<file path="src/rtl/l2rs_pkg.sv">
// Package with shared types, constants and command/status structs of the rational solver.
`default_nettype none
package l2rs_pkg;
    localparam int COEF_WIDTH_DEF = 16;
    localparam int FIELD_W = 16;
    localparam int WIDE_W = 64;

    localparam logic [1:0] ST_UNIQUE = 2'd0;
    localparam logic [1:0] ST_INFINITE = 2'd1;
    localparam logic [1:0] ST_NONE = 2'd2;
    localparam logic [1:0] ST_INVALID = 2'd3;

    typedef struct packed {
        logic [FIELD_W-1:0] x_coef_first;
        logic [FIELD_W-1:0] y_coef_first;
        logic [FIELD_W-1:0] rhs_first;
        logic [FIELD_W-1:0] x_coef_second;
        logic [FIELD_W-1:0] y_coef_second;
        logic [FIELD_W-1:0] rhs_second;
    } t_in_item;

    typedef struct packed {
        logic [1:0]  status;
        logic [63:0] x_num;
        logic [61:0] x_den;
        logic [32:0] y_num;
        logic [31:0] y_den;
    } t_out_item;

    // Datapath operations selected by the controller.
    typedef enum logic [3:0] {
        OP_NOP,
        OP_LOAD,
        OP_GCD_A,
        OP_DIV_A,
        OP_SCALE,
        OP_ELIM,
        OP_GCD_Y,
        OP_DIV_Y,
        OP_BACK,
        OP_GCD_X,
        OP_DIV_X,
        OP_PACK
    } t_op;

    typedef struct packed {
        t_op  op;
        logic start;
    } t_cmd;

    typedef struct packed {
        logic busy;
        logic zero_coef;
        logic zy_zero;
        logic zc_zero;
    } t_sts;
endpackage
`default_nettype wire

</file>
<file path="src/rtl/l2rs_ctrl.sv">
// Controller state machine that sequences the solver datapath.
`default_nettype none
module l2rs_ctrl import l2rs_pkg::*; (
    input  wire logic i_clk,
    input  wire logic i_rst_n,
    input  wire logic i_in_valid,
    input  wire logic i_out_stall,
    input  wire t_sts i_sts,
    output t_cmd      o_cmd,
    output logic      o_in_stall,
    output logic      o_out_valid
);
    typedef enum logic [3:0] {
        S_IDLE, S_GCD_A, S_DIV_A, S_SCALE, S_ELIM, S_GCD_Y, S_DIV_Y,
        S_BACK, S_GCD_X, S_DIV_X, S_PACK, S_OUT
    } t_state;

    t_state    r_state, n_state;
    logic      r_start, n_start;
    logic [1:0] r_cnt, n_cnt;
    logic      r_out_valid, n_out_valid;

    // Command decode from the current state.
    always_comb begin
        o_cmd.start = r_start;
        case (r_state)
            S_IDLE:  o_cmd.op = i_in_valid ? OP_LOAD : OP_NOP;
            S_GCD_A: o_cmd.op = OP_GCD_A;
            S_DIV_A: o_cmd.op = OP_DIV_A;
            S_SCALE: o_cmd.op = OP_SCALE;
            S_ELIM:  o_cmd.op = OP_ELIM;
            S_GCD_Y: o_cmd.op = OP_GCD_Y;
            S_DIV_Y: o_cmd.op = OP_DIV_Y;
            S_BACK:  o_cmd.op = OP_BACK;
            S_GCD_X: o_cmd.op = OP_GCD_X;
            S_DIV_X: o_cmd.op = OP_DIV_X;
            S_PACK:  o_cmd.op = OP_PACK;
            default: o_cmd.op = OP_NOP;
        endcase
    end

    // Next state and registered outputs.
    always_comb begin
        n_state     = r_state;
        n_start     = 1'b0;
        n_cnt       = r_cnt;
        n_out_valid = r_out_valid;
        case (r_state)
            S_IDLE: if (i_in_valid) begin
                n_state = S_GCD_A;
                n_start = 1'b1;
            end
            S_GCD_A: if (!r_start && !i_sts.busy) begin
                if (i_sts.zero_coef) begin
                    n_state = S_PACK;
                end else begin
                    n_state = S_DIV_A;
                    n_start = 1'b1;
                end
            end
            S_DIV_A: if (!r_start && !i_sts.busy) begin
                n_state = S_SCALE;
                n_cnt   = '0;
            end
            S_SCALE: begin
                n_cnt = r_cnt + 2'd1;
                if (r_cnt == 2'd3) n_state = S_ELIM;
            end
            S_ELIM: begin
                n_state = S_GCD_Y;
                n_start = 1'b1;
            end
            // The gcd always runs to its end so that the divider is idle afterwards.
            S_GCD_Y: if (!r_start && !i_sts.busy) begin
                if (i_sts.zy_zero) begin
                    n_state = S_PACK;
                end else begin
                    n_state = S_DIV_Y;
                    n_start = 1'b1;
                end
            end
            S_DIV_Y: if (!r_start && !i_sts.busy) begin
                n_state = S_BACK;
                n_cnt   = '0;
            end
            S_BACK: begin
                n_cnt = r_cnt + 2'd1;
                if (r_cnt == 2'd2) begin
                    n_state = S_GCD_X;
                    n_start = 1'b1;
                end
            end
            S_GCD_X: if (!r_start && !i_sts.busy) begin
                n_state = S_DIV_X;
                n_start = 1'b1;
            end
            S_DIV_X: if (!r_start && !i_sts.busy) begin
                n_state = S_PACK;
            end
            S_PACK: begin
                n_state     = S_OUT;
                n_out_valid = 1'b1;
            end
            S_OUT: if (!i_out_stall) begin
                n_state     = S_IDLE;
                n_out_valid = 1'b0;
            end
            default: n_state = S_IDLE;
        endcase
    end

    always_ff @(posedge i_clk) begin
        if (!i_rst_n) begin
            r_state     <= S_IDLE;
            r_start     <= 1'b0;
            r_cnt       <= '0;
            r_out_valid <= 1'b0;
        end else begin
            r_state     <= n_state;
            r_start     <= n_start;
            r_cnt       <= n_cnt;
            r_out_valid <= n_out_valid;
        end
    end

    assign o_in_stall  = (r_state != S_IDLE);
    assign o_out_valid = r_out_valid;
endmodule
`default_nettype wire

</file>
<file path="config.mk">
export PLATFORM = sky130hd
export DESIGN_NAME = l2rs_ctrl
export DESIGN_NICKNAME = d
export VERILOG_FILES = /design/src/rtl/l2rs_pkg.sv /design/src/rtl/l2rs_ctrl.sv
export SDC_FILE = /design/constraint.sdc
export NUM_CORES = 1
export LEC_CHECK = 0
export BUFFER_PORTS_ARGS = -buffer_cell sky130_fd_sc_hd__buf_4
export CORE_MARGIN = 2
export CORE_UTILIZATION = 53
export DETAILED_ROUTE_END_ITERATION = 10
export PLACE_DENSITY = 0.8
export SLEW_MARGIN = 15
export SYNTH_ARGS = -nofsm -noshare
export SYNTH_HDL_FRONTEND = slang
export SYNTH_SLANG_ARGS = --single-unit
</file>
<file path="constraint.sdc">
create_clock -name i_clk -period 1.7 [get_ports i_clk]
set_input_delay 0.255 -clock i_clk [delete_from_list [all_inputs] [get_ports i_clk]]
set_output_delay 0.255 -clock i_clk [all_outputs]
set_load 0.01 [all_outputs]
</file>
; ---- Word level (Yosys, flattened, before mapping)
; Cells that the tools add are included.
[word_totals]
elab_cells = 68
in_bits = 8
out_inout_bits = 7
ff_bits = 8
[op_classes]
n_mux = 27
addsub = 1
n_reduce_logical = 12
n_eq_ne = 24
[op_table]
columns = cell, count
row1 = $mux 4, 12
row2 = $pmux 4 s12, 1
row3 = $pmux 4 s11, 1
row4 = $ne 2x2->1 const B, 10
row5 = $eq 4x3->1 const B, 4
row6 = $eq 4x4->1 const B, 4
row7 = $reduce_and 10->1, 1
row8 = $mux 1, 9
row9 = $eq 4x2->1 const B, 2
row10 = $pmux 1 s6, 1
row11 = $eq 2x2->1 const B, 2
row12 = $eq 4x1->1 const B, 1
row13 = $logic_not 4->1, 1
row14 = $pmux 2 s2, 1
row15 = $reduce_and 2->1, 2
row16 = $reduce_bool 2->1, 2
row17 = $reduce_bool 4->1, 1
row18 = $reduce_or 2->1, 2
row19 = $add 2x1->2 const B, 1
row20 = $logic_not 1->1, 2
row21 = $mux 2, 1
row22 = $ne 2x1->1 const B, 1
row23 = $pmux 1 s2, 1
row24 = $logic_and 1x1->1, 1

; ---- Longest topological paths before layout
; Gate-level depths: netlist of run 1.
[logic_depth]
word_depth = 4
mapped_depth = 6
ltp_nobuf = 6

; ---- Least setup slack after synthesis of run 1
; No wires, ideal clock.
[synth_timing]
path_kind = reg-to-reg
startpoint = register r_cnt[0]
endpoint = register r_state[1]
setup_ns = 0.072
arrival_time_ns = 1.363
synth_period_minus_slack_ns = 1.435
stages_incl_launch_ff = 7
required_ns = 1.628
path_slack_ns = 0.265
n_path_buf = 0
cell_sequence = dfxtp_1 inv_1 ha_1 nand4b_2 a21oi_4 nor4_2 mux2i_1
[synth_via]
elab_chain_len = 3
word_cells_on_any_way = 5
cone_classes = 4 x eq/ne / 1 x reduce/logical
[synth_rtl]
columns = item, line
row1 = "start, declared", l2rs_ctrl.sv:20  ; logic [1:0] r_cnt, n_cnt;
row2 = "start signal, assigned", l2rs_ctrl.sv:121  ; r_cnt <= n_cnt;
row3 = $eq 2x2->1 (on tied branches), "l2rs_ctrl.sv:88, l2rs_ctrl.sv:67"
row4 = $ne 2x2->1 (no line), n/a
row5 = $reduce_and 10->1 (no line) *, n/a
row6 = "end signal, assigned", l2rs_ctrl.sv:119  ; r_state <= n_state;
row7 = "end, declared", l2rs_ctrl.sv:18  ; t_state r_state, n_state;
; Every way passes the cells marked *; elsewhere a longest branch is shown, timed or not.
; A chain may end at the register's enable or synchronous reset.

; ---- Final worst setup path of run 1
[layout_timing]
startpoint = register r_state[3]
endpoint = output o_in_stall
[layout_via]
elab_chain_len = 1
[layout_rtl]
columns = item, line
row1 = $reduce_bool 4->1, l2rs_ctrl.sv:126  ; assign o_in_stall = (r_state != S_IDLE);
row2 = "end, declared", l2rs_ctrl.sv:10  ; output logic o_in_stall,
; Every way passes these cells.

==> impl_metrics.csv, run 1 <==
group,metric,value,unit
critical_path,worstPathArrival,1.40,ns
sta,drv_slew,0,
clock_network,htreeDepth,1,
clock_network,cts_tree,"done",
critical_path,crit_type,"reg -> out",
critical_path,r2r_slack,0.16,ns
job,maxCapViolCount,0,
place,gp_congestion,0.8042,
routing,wl_per_cell,14.13,um
routing,postRouteAntennaNets,0,
worst_hold_path,min_from,"i_rst_n",
yosys,syn_inst,89,
yosys,synth_common_cells,"9 x nand2_1, 8 x dfxtp_1, 8 x nor2_1",
global_route,first_global_vias,607,
clock_network,insertion_delay,0.25,ns
routing,drc_errors,0,
worst_hold_path,hold_depth,3,
routing,avgViaCountPerCell,5.647,
yosys,synth-edff-count,0,
critical_path,cp.required,1.44,ns
yosys,ys_types,41,
floorplanning,floorplan.initialDensity,0.5745,
floorplanning,core,1318,um^2
global_route,grt-ovfl-total,0,
layout,fin_nets,116,
sta,min_period,1.655,ns
status,status,"finished clean",
global_route,grt_max_degree,15,
place,place_area,817.0,um^2
power,p_leak,0.3831,nW
routing,vias,672,
clock_network,cts.sinks,8,
yosys,yosysTopAreaCell,"dfxtp_1",
critical_path,crit_path_end_kind,"primary output",
global_route,grt.met2_usage,0.3250,
yosys,synth.top_cell.area_share,0.2116,
yosys,async_reset_ff_frac,0,
critical_path,critPathLaunchType,"register",
yosys,synth_area,757.0,um^2
yosys,synth-main-ff-cell,"dfxtp_1",
global_route,grt_usage,0.1849,
sta,fmax,604.1,MHz
clock_network,cts_buffers,3,
critical_path,reg2reg_from,"r_cnt[0]",
critical_path,rr_worst_depth,6,
sta,relSlewSlack,0.6881,
critical_path,critical_path.max_fanout,9,
global_route,antenna_found_initial,0,
routing,drt_wl_total,1.682,mm
layout,final_area,887.1,um^2
floorplanning,rows,13,
power,ir_worst_vdd,0.7495,mV
floorplanning,die_h,41.79,um
place,placed_cells,113,
layout,instances_no_fill,119,
global_route,grt_pass1_wl,2.573,mm
place,portBuffers,13,
sta,grt_setup_unrepaired,"no",
routing,drtIter0Drc,12,
yosys,ys_seq_area_frac,0.2116,
sta,setup_tns,0,ns
floorplanning,ios,15,
global_route,use_met1,0.2246,
floorplanning,dieWidth,41.79,um
global_route,busiest_layer,"met2",
layout,drive_above_1_share,0.3750,
sta,setup_viol,0,
floorplanning,die-area,1746,um^2
yosys,ys_warn_count,0,
power,power_density,1525,nW/um^2
yosys,mappedNetlistNets,99,
power,total_power,1.353,mW
yosys,syn_avg_cell_area,8.505,um^2
sta,period_share,0.9738,
sta,tightest_slew,0.4642,ns
layout,post-route-util,0.6733,
routing,dr.pass1.iters,4,
yosys,ys_seq_elements,8,
place,dp_hpwl,1.115,mm
yosys,yosysMostFrequentCell,"nand2_1",
yosys,ys_top_cells_by_area,"dfxtp_1 21%, buf_6 7.4%, mux2i_1 5.3%, a21oi_1 4.6%, nand2_1 4.5%",
sta,hold_viol,0,
clock_network,clk_pin_slew_worst_paths,0.05,ns
clock_network,cts_buffer_depth,2,
clock_network,cts_root_buf,"clkbuf_4",
worst_hold_path,min_path_type,"in -> reg",
clock_network,hold_buffers,0,
worst_hold_path,hold_end,"r_state[1]",
layout,syn_to_final_growth,17.19,%
global_route,grt_use_met3,0.03913,
critical_path,r2r_end,"r_state[3]",
sta,skew,0.0002519,ns
layout,diodes,0,
-- stage by stage --
stage | worst slack, ns | hold slack, ns
after floorplan | 0.2651 | 0.3728
after global placement | 0.08807 | 0.4606
after detailed placement | 0.07028 | 0.4701
after CTS | 0.001066 | 0.2943
after global routing | 0.01499 | 0.2972
final | 0.04454 | 0.2963
-- kinds of logic after synthesis --
family | after synthesis | share of synthesized area
buffers and inverters | 12 | 0.1438
adders and majority gates | 2 | 0.03305
and+or+nand+nor | 38 | 0.3124
xor gates and xnor gates | 2 | 0.03307
muxes | 4 | 0.05289
DFF | 8 | 0.2116
AOI/OAI and AO/OA | 23 | 0.2132
-- cell type report --
cell class                 count  area [um^2]
inverter                       2        7.507
timing repair buffer          22        165.2
multi-input combinational     69        501.7
sequential                     8        171.4
clock buffer                   3        22.52
fill                         113        430.4
tap                           15        18.77
-- registers in the layout, indices dropped and copies added (netlist names) --
name	count
r_start	1
o_out_valid	1
r_cnt	2
r_state	4
-- worst max-delay path, stage by stage, from the launching register on --
cell     delay (ns)
dfxtp_4        0.36
buf_4          0.17
or4_1          0.46
buf_4          0.16
-- cells in the final DEF, fill, tap and decap left out, drive strengths merged --
master and count:
a21boi 1, buf 22, mux2i 4, nor3 2, a21o 1, o221ai 1
dfxtp 8, xnor2 1, nand2 9, inv 2, nand4b 1, o21ai 4
and3 2, or3 2, nor4 1, nor2 9, o41ai 1, nor2b 1
a211oi 2, ha 2, o41a 1, nand3 1, a21oi 8, o31ai 1
xor2 1, clkbuf 3, o21a 2, and2b 1, nand2b 2, or3b 1
nor4b 2, nor3b 1, or4 2, and3b 1, o2111ai 1
-- worst max path at each step --
stage               start          to  cells after the start  slack, ns
6_report       r_state[3]  o_in_stall                      3       0.04
3_3_place_gp   r_state[1]  r_state[2]                      4       0.09
5_1_grt        r_state[3]  o_in_stall                      3       0.01
2_1_floorplan    r_cnt[0]  r_state[1]                      6       0.27
4_1_cts        r_state[3]  o_in_stall                      3      0.001
3_5_place_dp   r_state[0]  r_state[1]                      5       0.07
-- per-layer routing --
metal	share of wire	wire [um]	vias up
met4	0	0	0
met2	0.49	832	9
met3	0.023	39	0
met1	0.48	810	313
met5	0	0	-
li1	-	-	350
-- power breakdown --
group          internal [mW]  total [mW]  switching, mW
combinational          0.452       0.874          0.422
clock                 0.0808       0.146         0.0650
sequential             0.248       0.334         0.0854
total                  0.781        1.35          0.572
-- timing repair --
action	in CTS	in global routing
setup buffers	0	3
resized for setup	4	5
endpoints found under the hold margin	0	0
endpoints found under the setup margin	4	6
(Power assumes the default switching activity.)
==> run 2: changes to the inputs <==
--- a/config.mk
+++ b/config.mk
@@ -6,10 +6,13 @@
 export NUM_CORES = 1
 export LEC_CHECK = 0
 export BUFFER_PORTS_ARGS = -buffer_cell sky130_fd_sc_hd__buf_4
+export CAP_MARGIN = 20
 export CORE_MARGIN = 2
 export CORE_UTILIZATION = 53
 export DETAILED_ROUTE_END_ITERATION = 10
+export GPL_TIMING_DRIVEN = 0
 export PLACE_DENSITY = 0.8
+export REMOVE_ABC_BUFFERS = 1
 export SLEW_MARGIN = 15
 export SYNTH_ARGS = -nofsm -noshare
 export SYNTH_HDL_FRONTEND = slang
==> run 2 against run 1 <==
Net effect: sequential share of layout area grew 1.6 points; setup slack improved by 0.021 ns; sequential cell count unchanged; hold slack worse by 0.041 ns; clock skew increased by 0.0060 ns; critical path depth down 1; register-to-register slack got worse by 0.02 ns; sequential power grew 23%; critical endpoint unchanged; largest power group unchanged.
==> impl_metrics.csv, run 2 (same netlist as run 1, synthesis figures left out) <==
group,metric,value,unit
critical_path,crit_path_end_kind,"primary output",
clock_network,clk_pin_slew_worst_paths,0.06,ns
clock_network,htreeDepth,1,
floorplanning,core,1318,um^2
layout,diodes,0,
floorplanning,dieWidth,41.79,um
sta,relSlewSlack,0.7112,
layout,reg_top3,"r_state (4), r_cnt (2)",
place,gp_congestion,0.7435,
critical_path,timing.critical_path.from,"r_state[2]",
layout,regMostFlops,"r_state",
sta,layout_setup_ws,0.06531,ns
clock_network,cts_tree,"done",
power,combPwrFrac,0.541,
clock_network,cts_buffers,3,
sta,grt_setup_unrepaired,"no",
critical_path,cp.required,1.44,ns
global_route,grt_pass1_wl,2.235,mm
power,p_sw,0.5250,mW
routing,dr.pass1.iters,4,
place,place_area,772.0,um^2
clock_network,cts.sinks,8,
clock_network,cts_buffer_depth,2,
routing,postRouteAntennaNets,0,
floorplanning,die_h,41.79,um
global_route,antenna_found_initial,0,
global_route,grt_max_degree,27,
floorplanning,rows,13,
layout,final_cell_mix,"13 x buf_4, 9 x nand2_1, 8 x nor2_1",
floorplanning,die-area,1746,um^2
layout,fin_nets,107,
routing,drt_wl_total,1.327,mm
routing,drtIter0Drc,12,
critical_path,worstPathArrival,1.38,ns
critical_path,critPathLaunchType,"register",
layout,final_area,813.3,um^2
worst_hold_path,min_path_type,"in -> reg",
status,status,"finished clean",
sta,setup_viol,0,
place,dp_hpwl,932.9,um
place,pre_cts_ws,-0.2255,ns
clock_network,cts_root_buf,"clkbuf_4",
routing,avgViaCountPerCell,5.927,
routing,vias,652,
sta,drv_slew,0,
sta,min_period,1.635,ns
clock_network,insertion_delay,0.26,ns
power,p_leak,0.3348,nW
critical_path,reg2reg_from,"r_state[2]",
routing,wl_per_cell,12.06,um
floorplanning,ios,15,
global_route,first_global_vias,552,
sta,hold_viol,0,
sta,tightest_slew,0.4298,ns
sta,fmax,611.7,MHz
power,total_power,1.226,mW
power,ir_worst_vdd,0.9333,mV
place,placed_cells,107,
global_route,grt-ovfl-total,0,
floorplanning,floorplan.initialDensity,0.5745,
place,portBuffers,13,
routing,drc_errors,0,
worst_hold_path,min_from,"i_rst_n",
sta,skew,0.006206,ns
layout,fillers,130,
layout,instances_no_fill,110,
layout,largest_reg_flops,4,
job,maxCapViolCount,0,
layout,drive_above_1_share,0.3053,
power,power_frac_clock,0.122,
critical_path,crit_type,"reg -> out",
critical_path,critical_path.max_fanout,21,
clock_network,hold_buffers,0,
clock_network,postCtsSetupRepairBufs,0,
layout,syn_to_final_growth,7.438,%
global_route,grt_usage,0.1619,
power,swShare,0.4284,
power,p_int,0.7005,mW
power,power_frac_seq,0.337,
layout,layout_commonest_cell,"buf_4",
sta,period_share,0.9616,
power,power_density,1507,nW/um^2
[run 2: what timing repair did]
item,in CTS,in global routing
setup endpoints to repair,9,5
hold endpoints to repair,0,0
gates resized for setup,4,3
[run 2: cell type report]
| class | count | area [um^2] | area share |
|---|---|---|---|
| Sequential cell | 8 | 170.2 | 0.2092 |
| Inverter | 2 | 7.507 | 0.009231 |
| Tap cell | 15 | 18.77 | 0.02308 |
| Multi-Input combinational cell | 69 | 496.7 | 0.6108 |
| Clock buffer | 3 | 22.52 | 0.02769 |
| Timing Repair Buffer | 13 | 97.59 | 0.1200 |
[run 2: per-layer routing]
| metal | track usage | part of all wire | vias up |
|---|---|---|---|
| met1 | 0.2149 | 0.46 | 297 |
| li1 | - | - | 337 |
| met2 | 0.2438 | 0.48 | 13 |
| met3 | 0.02609 | 0.038 | 5 |
| met5 | 0 | 0 | - |
| met4 | 0.09677 | 0.022 | 0 |
[run 2: worst paths after layout]
kind / slack, ns / endpoint / depth (start not counted)
worst max-delay path: 0.07 / o_in_stall / 2
worst min-delay path: 0.26 / r_start / 2
worst max register to register: 0.14 / r_state[1] / 4
worst min register to register: 0.47 / o_out_valid / 2
[run 2: power by group through the flow]
stage          Sequential [mW]  Clock (mW)  Combinational, mW
3_5_place_dp             0.398           0              0.633
2_1_floorplan            0.366           0              0.453
3_3_place_gp             0.397           0              0.620
4_1_cts                  0.402       0.152              0.635
6_report                 0.412       0.150              0.663
5_1_grt                  0.433       0.160              0.717
[run 2: metrics by stage]
| stage | TNS, ns | hold slack (ns) | utilization |
|---|---|---|---|
| floorplan | 0 | 0.3728 | - |
| global placement | -0.5003 | 0.4575 | 0.5859 |
| detailed placement | -0.6892 | 0.4672 | 0.5859 |
| CTS | 0 | 0.2541 | 0.6068 |
| global route | 0 | 0.2674 | 0.6173 |
| finish | 0 | 0.2552 | 0.6173 |
[run 2: critical path, stage by stage, from the launching register on]
cell	delay, ns
dfxtp_2	0.42
or4_1	0.54
buf_4	0.15
